`config.mk`:
```
export PLATFORM = sky130hd
export DESIGN_NAME = i8mm_ctrl
export DESIGN_NICKNAME = d
export VERILOG_FILES = /design/src/rtl/i8mm_pkg.sv /design/src/rtl/i8mm_ctrl.sv
export SDC_FILE = /design/constraint.sdc
export NUM_CORES = 1
export LEC_CHECK = 0
export BUFFER_PORTS_ARGS = -buffer_cell sky130_fd_sc_hd__buf_2
export CAP_MARGIN = 30
export CORE_UTILIZATION = 25
export CTS_BUF_LIST = sky130_fd_sc_hd__clkbuf_16
export CTS_CLUSTER_DIAMETER = 100
export DETAILED_ROUTE_END_ITERATION = 10
export GPL_TIMING_DRIVEN = 0
export PLACE_DENSITY = 0.44
export SETUP_SLACK_MARGIN = 0.1
export SLEW_MARGIN = 10
export SYNTH_ARGS = -nofsm -noshare
export SYNTH_HDL_FRONTEND = slang
export SYNTH_SLANG_ARGS = --single-unit
```
`constraint.sdc`:
```
create_clock -name aclk -period 4.4 [get_ports aclk]
set_input_delay 0.22 -clock aclk [delete_from_list [all_inputs] [get_ports aclk]]
set_output_delay 0.22 -clock aclk [all_outputs]
set_load 0.01 [all_outputs]
```
`src/rtl/i8mm_pkg.sv`:
```
`timescale 1ns / 1ps

package i8mm_pkg;

    localparam int STORE_DEPTH  = 1024;
    localparam int ADDR_W       = $clog2(STORE_DEPTH);
    localparam int MAX_TILE_DIM = 32;
    localparam int DIM_W        = 6;
    localparam int CFG_W        = 6;
    localparam int CFG_IDX_W    = 1;

    localparam logic [2:0] FUNC_WR_A    = 3'd0;
    localparam logic [2:0] FUNC_WR_B    = 3'd1;
    localparam logic [2:0] FUNC_CMP_OVR = 3'd2;
    localparam logic [2:0] FUNC_CMP_ACC = 3'd3;
    localparam logic [2:0] FUNC_RD_C    = 3'd4;

    localparam logic [CFG_IDX_W-1:0] REG_K_STRIDE     = 1'd0;
    localparam logic [CFG_IDX_W-1:0] REG_C_ROW_STRIDE = 1'd1;

    localparam logic KIND_READ = 1'b0;
    localparam logic KIND_DONE = 1'b1;

    typedef struct packed {
        logic [2:0]        func;
        logic [9:0]        addr;
        logic signed [7:0] value;
        logic [5:0]        eff_m;
        logic [5:0]        eff_n;
        logic [5:0]        eff_k;
    } in_beat_t;

    typedef struct packed {
        logic               kind;
        logic signed [15:0] read_data;
    } out_beat_t;

    typedef struct packed {
        logic              a_wr;
        logic              b_wr;
        logic [ADDR_W-1:0] wr_addr;
        logic signed [7:0] wr_value;
        logic              ab_rd;
        logic [ADDR_W-1:0] a_addr;
        logic [ADDR_W-1:0] b_addr;
        logic              acc_clear;
        logic              c_rd;
        logic              c_wr;
        logic [ADDR_W-1:0] c_addr;
        logic              accumulate;
        logic              out_load;
        logic              out_kind;
    } cmd_t;

    typedef struct packed {
        logic out_busy;
    } status_t;

endpackage

```
`src/rtl/i8mm_ctrl.sv`:
```
`timescale 1ns / 1ps

module i8mm_ctrl
    import i8mm_pkg::*;
(
    input  logic                 aclk,
    input  logic                 aresetn,
    input  logic                 cfg_wr_en,
    input  logic [CFG_IDX_W-1:0] cfg_index,
    input  logic [CFG_W-1:0]     cfg_wdata,
    input  logic                 s_valid,
    output logic                 s_ready,
    input  in_beat_t             s_data,
    output cmd_t                 cmd,
    input  status_t              sts
);

    typedef enum logic [3:0] {
        ST_IDLE,
        ST_READ_C,
        ST_READ_OUT,
        ST_SETUP,
        ST_DOT,
        ST_DRAIN1,
        ST_DRAIN2,
        ST_C_FETCH,
        ST_C_WRITE,
        ST_DONE
    } state_t;

    state_t              state_reg;
    logic [DIM_W-1:0]    k_stride_reg;
    logic [DIM_W-1:0]    c_stride_reg;
    logic [ADDR_W-1:0]   addr_reg;
    logic                accum_reg;
    logic [DIM_W-1:0]    m_reg, n_reg, k_reg;
    logic [DIM_W-1:0]    i_reg, j_reg, kk_reg;
    logic [ADDR_W-1:0]   a_row_reg, b_col_reg, c_row_reg;
    logic [ADDR_W-1:0]   a_ptr_reg, b_ptr_reg;

    logic                accept;
    logic [DIM_W-1:0]    sat_m, sat_n, sat_k;
    logic [ADDR_W-1:0]   k_step, c_step;

    function automatic logic [DIM_W-1:0] sat_dim(input logic [DIM_W-1:0] v);
        logic [DIM_W-1:0] lim;
        lim = DIM_W'(MAX_TILE_DIM);
        return (v > lim) ? lim : v;
    endfunction

    assign s_ready = (state_reg == ST_IDLE);
    assign accept  = s_valid && s_ready;
    assign sat_m   = sat_dim(s_data.eff_m);
    assign sat_n   = sat_dim(s_data.eff_n);
    assign sat_k   = sat_dim(s_data.eff_k);
    assign k_step  = ADDR_W'(k_stride_reg);
    assign c_step  = ADDR_W'(c_stride_reg);

    always_comb begin
        cmd            = '0;
        cmd.a_wr       = accept && (s_data.func == FUNC_WR_A);
        cmd.b_wr       = accept && (s_data.func == FUNC_WR_B);
        cmd.wr_addr    = s_data.addr[ADDR_W-1:0];
        cmd.wr_value   = s_data.value;
        cmd.ab_rd      = (state_reg == ST_DOT);
        cmd.a_addr     = a_ptr_reg;
        cmd.b_addr     = b_ptr_reg;
        cmd.acc_clear  = (state_reg == ST_SETUP);
        cmd.c_rd       = (state_reg == ST_READ_C) || (state_reg == ST_C_FETCH);
        cmd.c_wr       = (state_reg == ST_C_WRITE);
        cmd.c_addr     = (state_reg == ST_READ_C) ? addr_reg
                                                  : c_row_reg + ADDR_W'(j_reg);
        cmd.accumulate = accum_reg;
        cmd.out_load   = ((state_reg == ST_READ_OUT) || (state_reg == ST_DONE))
                         && !sts.out_busy;
        cmd.out_kind   = (state_reg == ST_DONE) ? KIND_DONE : KIND_READ;
    end

    always_ff @(posedge aclk) begin
        if (!aresetn) begin
            state_reg    <= ST_IDLE;
            k_stride_reg <= DIM_W'(MAX_TILE_DIM);
            c_stride_reg <= DIM_W'(MAX_TILE_DIM);
        end else begin
            if (cfg_wr_en) begin
                case (cfg_index)
                    REG_K_STRIDE:     k_stride_reg <= sat_dim(cfg_wdata);
                    REG_C_ROW_STRIDE: c_stride_reg <= sat_dim(cfg_wdata);
                    default: ;
                endcase
            end

            case (state_reg)
                ST_IDLE: begin
                    if (accept) begin
                        case (s_data.func)
                            FUNC_CMP_OVR, FUNC_CMP_ACC: begin
                                m_reg     <= sat_m;
                                n_reg     <= sat_n;
                                k_reg     <= sat_k;
                                accum_reg <= (s_data.func == FUNC_CMP_ACC);
                                i_reg     <= '0;
                                j_reg     <= '0;
                                a_row_reg <= '0;
                                b_col_reg <= '0;
                                c_row_reg <= '0;
                                if ((sat_m == '0) || (sat_n == '0)) begin
                                    state_reg <= ST_DONE;
                                end else begin
                                    state_reg <= ST_SETUP;
                                end
                            end
                            FUNC_RD_C: begin
                                addr_reg  <= s_data.addr[ADDR_W-1:0];
                                state_reg <= ST_READ_C;
                            end
                            default: ;
                        endcase
                    end
                end
                ST_READ_C: begin
                    state_reg <= ST_READ_OUT;
                end
                ST_READ_OUT: begin
                    if (!sts.out_busy) begin
                        state_reg <= ST_IDLE;
                    end
                end
                ST_SETUP: begin
                    a_ptr_reg <= a_row_reg;
                    b_ptr_reg <= b_col_reg;
                    kk_reg    <= '0;
                    state_reg <= (k_reg == '0) ? ST_DRAIN1 : ST_DOT;
                end
                ST_DOT: begin
                    a_ptr_reg <= a_ptr_reg + 1'b1;
                    b_ptr_reg <= b_ptr_reg + 1'b1;
                    kk_reg    <= kk_reg + 1'b1;
                    if (kk_reg == k_reg - 1'b1) begin
                        state_reg <= ST_DRAIN1;
                    end
                end
                ST_DRAIN1: begin
                    state_reg <= ST_DRAIN2;
                end
                ST_DRAIN2: begin
                    state_reg <= ST_C_FETCH;
                end
                ST_C_FETCH: begin
                    state_reg <= ST_C_WRITE;
                end
                ST_C_WRITE: begin
                    if (j_reg == n_reg - 1'b1) begin
                        j_reg     <= '0;
                        b_col_reg <= '0;
                        if (i_reg == m_reg - 1'b1) begin
                            state_reg <= ST_DONE;
                        end else begin
                            i_reg     <= i_reg + 1'b1;
                            a_row_reg <= a_row_reg + k_step;
                            c_row_reg <= c_row_reg + c_step;
                            state_reg <= ST_SETUP;
                        end
                    end else begin
                        j_reg     <= j_reg + 1'b1;
                        b_col_reg <= b_col_reg + k_step;
                        state_reg <= ST_SETUP;
                    end
                end
                ST_DONE: begin
                    if (!sts.out_busy) begin
                        state_reg <= ST_IDLE;
                    end
                end
                default: begin
                    state_reg <= ST_IDLE;
                end
            endcase
        end
    end

endmodule

```
---- After elaboration in Yosys (flattened, before gate mapping) ----
Index checks and enable logic that the tools add are counted.
word-level totals
  flip-flop bits (word level) ............. 113
  bits of input ports ..................... 51
  output and inout bits ................... 58
  word-level logic and storage cells ...... 115
cells by class
  $add $sub $neg .......................... 12
  order comparisons ....................... 4
  equality and inequality tests ........... 23
  muxes and demuxes ....................... 34
  bitwise logic cells ..................... 1
  reductions and logical operators ........ 25
operators by type and width
  kind                                                   count
  one-hot mux 10 bit (2 select lines)                    5
  2-to-1 mux 10 bit                                      8
  2-to-1 mux 6 bit                                       8
  adder 10 x 6 -> 10 bit                                 4
  one-hot mux 4 bit (9 select lines)                     1
  one-hot mux 6 bit (2 select lines)                     3
  > comparator 6 bit, second input constant              4
  2-to-1 mux 4 bit                                       6
  adder 10 x 1 -> 10 bit, second input constant          2
  adder 6 x 1 -> 6 bit, second input constant            3
  equality test 6 bit                                    3
  zero test 6 bit                                        3
  subtractor 6 x 1 -> 6 bit, second input constant       3
  equality test 4 x 3 -> 1 bit, second input constant    4
  AND reduction 4 bit                                    4
  equality test 4 x 2 -> 1 bit, second input constant    2
  equality test 4 bit, second input constant             2
  inequality test 2 x 1 -> 1 bit, second input constant  4
  one-hot mux 4 bit (2 select lines)                     1
  equality test 3 x 2 -> 1 bit, second input constant    2
  AND reduction 2 bit                                    3
  AND reduction 6 bit                                    1
  equality test 4 x 1 -> 1 bit, second input constant    1
  logical AND 1 bit                                      4
  other kinds (12)                                       18

---- Depth between registers and ports, before layout ----
Gate-level depths: netlist of run 1.
  depth in word-level cells ............... 8
  depth in mapped cells ................... 9
  mapped depth without buffers ............ 9

---- Least setup slack after synthesis of run 1 ----
OpenSTA, ideal clock, no wires.
  kind .................................... register to register
  start ................................... reg state_reg[0]
  end ..................................... reg a_row_reg[0], enable pin
  arrival time ............................ 3568 ps
  path slack .............................. 383 ps
  stages on the path, launching flop included .. 5
  buffers on the path ..................... 0
  period minus slack after synthesis ...... 4017 ps
  path through ............................ dfxtp_1 nor3_1 nand2_1 nor2_1 a21boi_0
on the way
  cells in the longest elaborated chain, start to end .. 4
  elaborated cells on any way between the ends .. 9
  classes of those cells .................. 5 x eq/ne; 4 x reduce/logical
RTL lines
  item                                      line                              RTL
  start, declared                           i8mm_ctrl.sv:31                   state_t state_reg;
  start signal, assigned                    i8mm_ctrl.sv:133                  state_reg <= (k_reg == '0) ? ST_DRAIN1 : ST_DOT;
  zero test 4 bit                           i8mm_ctrl.sv:51, i8mm_ctrl.sv:93
  logical AND 1 bit                         i8mm_ctrl.sv:52                   assign accept = s_valid && s_ready;
  inequality test 2 x 1 -> 1 bit (no line)  -
  AND reduction 6 bit (no line) (*)         -
  end signal, assigned                      i8mm_ctrl.sv:160                  a_row_reg <= a_row_reg + k_step;
  end, declared                             i8mm_ctrl.sv:38                   logic [ADDR_W-1:0] a_row_reg, b_col_reg, c_row_reg;
Mark *: on every way between the ends. The rest lies on a longest branch, timed or not.
A chain may end at the register's enable or synchronous reset.

==> results.json, run 1 <==
{
  "clock_latency_ns": 0.41,
  "power_mw": 3.31,
  "crit_end": "cmd[13]",
  "antenna_found_initial": 1,
  "ys_seq_area_share_pct": 47.4,
  "drive_above_1_share_pct": 20.1,
  "synth-adder-area-share_pct": 7.05,
  "period_share_pct": 69.3,
  "synth-simple-area-share_pct": 20.4,
  "r2r_slack_ns": 1.51,
  "path_cells": "nor3_1 -> nand2_1 -> inv_1 -> clkbuf_1 -> buf_2",
  "final_hold_viol_count": 0,
  "pin_count": 109,
  "synth_top_family_by_area": "simple AND/OR/NAND/NOR gates",
  "p_sw_mw": 0.939,
  "mostFrequentLayoutCells": "buf_2, edfxtp_1, nand2_1, nor2_1, xnor2_1",
  "drv_slew": 0,
  "post-route-drc-count": 0,
  "post_drt_wl_per_cell_um": 14.0,
  "antenna_cells": 0,
  "path_class": "reg -> out",
  "cts_sinks": 113,
  "holdWs_ns": 0.0844,
  "core_area_um2": 26900,
  "cts_resized": 0,
  "die_area_um2": 27900,
  "seqPwrFrac_pct": 38.5,
  "dp_hpwl_mm": 12.3,
  "synth.area.mux_share_pct": 1.05,
  "combPwrFrac_pct": 19.2,
  "port_buffers": 100,
  "cap_violations": 0,
  "avgSynthCellArea_um2": 9.98,
  "ant_nets": 0,
  "synth_ff_type": "edfxtp_1",
  "grt_pass1_vias": 4953,
  "synthXorXnorAreaFrac_pct": 8.48,
  "vias_per_cell": 4.35,
  "grtUsageTotal_pct": 12.2,
  "leakagePower_nw": 3.32,
  "cp_data_arrival_time_ns": 2.83,
  "finClkSkew_ns": 0.00679,
  "ys_ff_latch": 113,
  "cp_data_required_time_ns": 4.18,
  "drt_first_iter_violations": 233,
  "async_reset_ff_share_pct": 0,
  "syn_to_final_growth_pct": 25.1,
  "slowest_stage": "nor3_1",
  "fmax_mhz": 328,
  "setup_ws_ns": 1.35,
  "cts_made_buffers": 17,
  "routabilityCongestion": 0.769,
  "cpPeakStageDelay_ns": 0.65,
  "yosys_warnings": 0,
  "irDropWorstVdd_v": 0.000209,
  "swShare_pct": 28.4,
  "vias": 5089,
  "slew_headroom_pct": 47.8,
  "nNetsFinal": 903,
  "setup_viol": 0,
  "final_common_cell": "buf_2",
  "postCtsSetupBuffers": 0,
  "ys_types": 51,
  "grt_pass1_wl_mm": 26.6,
  "tightest_slew_ns": 0.783,
  "start_util_pct": 25.4,
  "clockRootBuffer": "clkbuf_16",
  "synth_nets": 770,
  "syn-cell-area_um2": 6820,
  "die_w_um": 167,
  "power.density_nw_per_um2": 389,
  "tritoncts": "built",
  "dr.pass1.iters": 5,
  "netlist_instances": 683,
  "outcome": "finished clean",
  "finalCriticalPeriod_ns": 3.05,
  "dpl_worst_slack_ns": 1.46,
  "pwr-share-clk_pct": 42.3,
  "synth_edf_count": 97,
  "grt_overflow": 0,
  "wl_mm": 16.4,
  "synth_compound_area_share_pct": 10.3,
  "path_clk_slew_ns": 0.06,
  "die_height_um": 167,
  "grt_max_degree": 21,
  "intPower_mw": 2.37,
  "setup.worst_path.start": "state_reg[1]$_SDFFE_PN0P_",
  "reg2reg_to": "a_row_reg[6]$_SDFFCE_PN0P_",
  "min_path_type": "in -> reg",
  "num_rows": 60,
  "cp-end-kind": "output pin",
  "rsz0062_at_grt": "false",
  "start_kind": "flop",
  "reg2reg_from": "state_reg[1]$_SDFFE_PN0P_",
  "cts_max_level": 4,
  "critPathMaxFanout": 10,
  "ff2ff_path_depth": 6,
  "clock_path_buffers": 2
}
[kinds of logic after synthesis]
group	count (synthesis)
compound gates	115
buf+inv	77
fa+ha+maj	36
xor+xnor	66
simple gates	269
flops	113
mux	7
[per-stage QoR]
step                setup TNS (ns)  cell area, um2  std cells  util, %
finish                           0            8530       1170     31.7
global route                     0            8530       1170     31.7
CTS                              0            8530       1170     31.7
detailed placement               0            7830       1128     29.1
global placement            -49.43            7740       1124     28.8
floorplan                        0            6820        683        -
[per-layer routing]
metal | vias up | global-route usage, % | part of all wire, % | wire length [um]
li1 | 2656 | - | - | -
met4 | 2 | 2.78 | 0.70 | 114
met3 | 8 | 3.40 | 3.9 | 637
met2 | 92 | 19.6 | 46 | 7500
met5 | - | 0 | 0.049 | 8
met1 | 2331 | 16.3 | 50 | 8120
[how the worst min path moves through the flow]
stage / from / to / slack [ns] / cells after the start
final: cfg_wr_en / c_stride_reg[5]$_SDFFE_PN1P_ / 0.08 / 3
after global routing: cfg_wdata[2] / k_stride_reg[2]$_SDFFE_PN0P_ / 0.1 / 3
after CTS: cfg_wr_en / c_stride_reg[5]$_SDFFE_PN1P_ / 0.07 / 3
after detailed placement: s_data[28] / addr_reg[2]$_DFFE_PP_ / 0.41 / 1
after global placement: s_data[31] / addr_reg[5]$_DFFE_PP_ / 0.41 / 1
after floorplan: s_data[26] / addr_reg[0]$_DFFE_PP_ / 0.32 / 0
[power by group through the flow]
stage,Clock [mW],Combinational [mW],Sequential (mW)
5_1_grt,1.48,0.722,1.28
3_3_place_gp,0,0.626,1.30
3_5_place_dp,0,0.639,1.30
6_report,1.40,0.637,1.27
4_1_cts,1.44,0.652,1.27
2_1_floorplan,0,0.410,1.29
[what timing repair did]
action	in CTS	in global routing
hold endpoints to repair	10	0
setup endpoints to repair	0	0
hold buffers	10	0
[worst max-delay path, delay by kind of cell (launching register included)]
kind	cells	cell delay [ns]
buffers and inverters	3	1.08
AND/OR/NAND/NOR	2	0.99
flip-flops	1	0.36
[cells in the mapped netlist (all sizes together), types with 2 or more instances]
library cell  number  area [um2]
ha                32         400
clkbuf            23        86.3
mux2i              6        60.1
nand2             56         210
edfxtp            97        2910
a21o               7        52.6
nor3              22         115
xnor2             40         350
nand3             28         140
nor4               4        25.0
inv               34         128
a21oi             37         185
nand3b             8        60.1
buf               20         150
nor4b              3        26.3
or2                4        25.0
dfxtp             16         320
a21boi             8        60.1
or3                2        17.5
nor2b             30         188
nor3b             12        90.1
a31oi              3        18.8
o21a               7        52.6
o311ai             2        17.5
o21ai             37         185
o21bai             2        15.0
fa                 4        80.1
and2               6        37.5
nand2b            13        81.3
nor2              57         214
and3              21         131
xor2              26         228
[final cells by class]
type	instances	area, um2
multi-input cells	493	3230
clock inverters	15	169
clock buffers	17	425
repair buffers	114	673
well taps	341	427
plain buffers	43	236
flip-flops and latches	113	3230
inverters	34	128
fillers	2830	18400
Power figures use the tool's default switching activity.
==> inputs of run 2 (changes only) <==
--- a/config.mk
+++ b/config.mk
@@ -5,6 +5,7 @@
 export SDC_FILE = /design/constraint.sdc
 export NUM_CORES = 1
 export LEC_CHECK = 0
+export ABC_AREA = 1
 export BUFFER_PORTS_ARGS = -buffer_cell sky130_fd_sc_hd__buf_2
 export CAP_MARGIN = 30
 export CORE_UTILIZATION = 25
@@ -12,7 +13,7 @@
 export CTS_CLUSTER_DIAMETER = 100
 export DETAILED_ROUTE_END_ITERATION = 10
 export GPL_TIMING_DRIVEN = 0
-export PLACE_DENSITY = 0.44
+export PLACE_DENSITY = 0.45
 export SETUP_SLACK_MARGIN = 0.1
 export SLEW_MARGIN = 10
 export SYNTH_ARGS = -nofsm -noshare
==> constraint.sdc (replaced) <==
create_clock -name aclk -period 2.75 [get_ports aclk]
set_input_delay 0.1375 -clock aclk [delete_from_list [all_inputs] [get_ports aclk]]
set_output_delay 0.1375 -clock aclk [all_outputs]
set_load 0.01 [all_outputs]
==> run 2 against run 1 <==
  * Via count increased by 15%
  * Power increased by 63%
  * Die area increased by 2.9%
  * Clock skew increased by 0.0038 ns
  * Global-route usage increased by 0.44 points
  * Cell count increased by 19%
  * Hold slack got worse by 0.050 ns
  * Clock-buffer cell count unchanged
  * Critical path type unchanged
  * Largest cell class is now registers
  * Largest power group unchanged
==> results.json, run 2 <==
{
  "routabilityCongestion": 0.799,
  "synth_ff_type": "edfxtp_1",
  "swShare_pct": 31.7,
  "antenna_found_initial": 0,
  "die_w_um": 170,
  "port_buffers": 100,
  "synth_nets": 950,
  "num_rows": 60,
  "cts_max_level": 4,
  "cap_violations": 0,
  "finalCriticalPeriod_ns": 2.48,
  "synth_top_area_share_pct": 41.5,
  "tightest_slew_ns": 0.616,
  "ant_nets": 0,
  "period_share_pct": 90.1,
  "grt_max_degree": 25,
  "dp_hpwl_mm": 13.2,
  "grtUsageTotal_pct": 12.7,
  "intPower_mw": 3.69,
  "netlist_top_cells_count": "nand2_1, inv_1, nor2_1",
  "grt_overflow": 0,
  "holdWs_ns": 0.0349,
  "syn-cell-area_um2": 7020,
  "post_drt_wl_per_cell_um": 12.6,
  "final_util_pct": 32.7,
  "cp_data_arrival_time_ns": 2.34,
  "drt_first_iter_violations": 288,
  "synth.most_common_cell": "nand2_1",
  "final_cells": 1394,
  "clock_latency_ns": 0.42,
  "die_height_um": 170,
  "hold_depth": 3,
  "cp-end-kind": "output pin",
  "final_hold_viol_count": 0,
  "reg2reg_from": "m_reg[0]$_DFFE_PP_",
  "tritoncts": "built",
  "core_area_um2": 27300,
  "clockRootBuffer": "clkbuf_16",
  "ff2ff_path_depth": 11,
  "start_util_pct": 25.7,
  "avgSynthCellArea_um2": 8.13,
  "cts_sinks": 113,
  "start_kind": "flop",
  "irDropWorstVdd_v": 0.000310,
  "pwr-share-clk_pct": 40.2,
  "grt_pass1_vias": 5569,
  "critPathMaxFanout": 2,
  "finClkSkew_ns": 0.0105,
  "cts_made_buffers": 17,
  "min_from": "s_data[3]",
  "drv_slew": 0,
  "clock_path_buffers": 2,
  "yosys_warnings": 0,
  "synth_area_leaders": "edfxtp_1, nand2_1, inv_1",
  "seqPwrFrac_pct": 38.5,
  "syn_to_final_growth_pct": 27.0,
  "placed_cells": 1339,
  "yosysTopAreaCell": "edfxtp_1",
  "dr.pass1.iters": 4,
  "setup.worst_path.start": "j_reg[0]$_SDFFCE_PN0P_",
  "fmax_mhz": 404,
  "min_path_type": "in -> reg",
  "antenna_cells": 0,
  "path_class": "reg -> out",
  "ys_ff_latch": 113,
  "vias_per_cell": 4.20,
  "nNetsFinal": 1096,
  "wl_mm": 17.6,
  "die_area_um2": 28700,
  "grt_pass1_wl_mm": 28.2,
  "netlist_instances": 863,
  "rsz0062_at_grt": "true",
  "mostFrequentLayoutCells": "nand2_1, inv_1, nor2_1",
  "drive_above_1_share_pct": 21.6,
  "outcome": "finished clean",
  "fillCellCount": 2917,
  "power_mw": 5.40,
  "ys_types": 46,
  "path_clk_slew_ns": 0.06,
  "async_reset_ff_share_pct": 0,
  "pin_count": 109,
  "leakagePower_nw": 3.94,
  "combPwrFrac_pct": 21.3,
  "final_common_cell": "nand2_1",
  "cp_data_required_time_ns": 2.61,
  "post-route-drc-count": 0,
  "ys_seq_area_share_pct": 46.1,
  "power.density_nw_per_um2": 606,
  "p_sw_mw": 1.71,
  "synth_edf_count": 97,
  "setup_viol": 0,
  "slew_headroom_pct": 58.5,
  "vias": 5848
}
[run 2: final cells by class]
type	instances	area (um2)	share of cell area [%]
plain buffers	32	206	2.32
clock buffers	17	425	4.77
clock inverters	15	150	1.69
inverters	127	477	5.35
multi-input cells	592	3210	36.1
flip-flops and latches	113	3230	36.3
well taps	372	465	5.22
repair buffers	126	739	8.30
[run 2: path summary, 6_finish.rpt]
kind,slack (ns),to
min,0.03,k_reg[3]$_SDFFCE_PN0P_
max,0.27,cmd[11]
max reg2reg,0.31,i_reg[1]$_SDFFCE_PN0P_
min reg2reg,0.48,c_stride_reg[4]$_SDFFE_PN0P_
[run 2: kinds of logic (layout without fill, tap and decap cells)]
kind of cell	count (synthesis)	after routing	synth area share, %
AO/OA/AOI/OAI	132	133	10.3
XOR/XNOR	23	23	2.87
adder cells (fa/ha/maj)	36	36	6.85
buffers and inverters	159	317	9.74
flip-flops	113	113	46.1
AND/OR/NAND/NOR	400	400	24.2
[run 2: routing by layer]
metal / global-route usage, % / wire length (um)
met1: 17.0 / 8680
met2: 20.1 / 7960
met3: 2.99 / 702
met4: 3.88 / 214
met5: 0 / 0
[run 2: worst max-delay path, cell delays in order (launching register included)]
cell and delay (ns):
edfxtp_1 0.41, ha_2 0.21, inv_1 0.05, fa_2 0.34
nand3b_1 0.18, nand2_2 0.08, nand2_2 0.06, nand2_2 0.06
a21oi_2 0.07, nor2_2 0.09, xor2_1 0.15, o21ai_1 0.07
buf_2 0.16
[run 2: power by group through the flow]
stage	combinational, mW	clock (mW)	sequential (mW)
floorplan	0.748	0	2.10
global placement	1.10	0	2.13
detailed placement	1.11	0	2.12
CTS	1.15	2.23	2.08
global route	1.31	2.29	2.10
finish	1.15	2.17	2.08
[run 2: what timing repair did]
action,4_1_cts,5_1_grt
hold buffers,12,0
cloned,1,0
pin swaps,3,5
gates resized for setup,4,9
endpoints found under the setup margin,28,4
endpoints found under the hold margin,12,0
buffers inserted,4,6
[run 2: stage by stage]
step	setup WS (ns)	setup TNS [ns]	area, um2
floorplan	0.206	0	7040
CTS	0.135	0	8810
global placement	-0.859	-36.66	8000
finish	0.273	0	8910
global route	0.0858	0	8910
detailed placement	-0.481	-12.50	8070
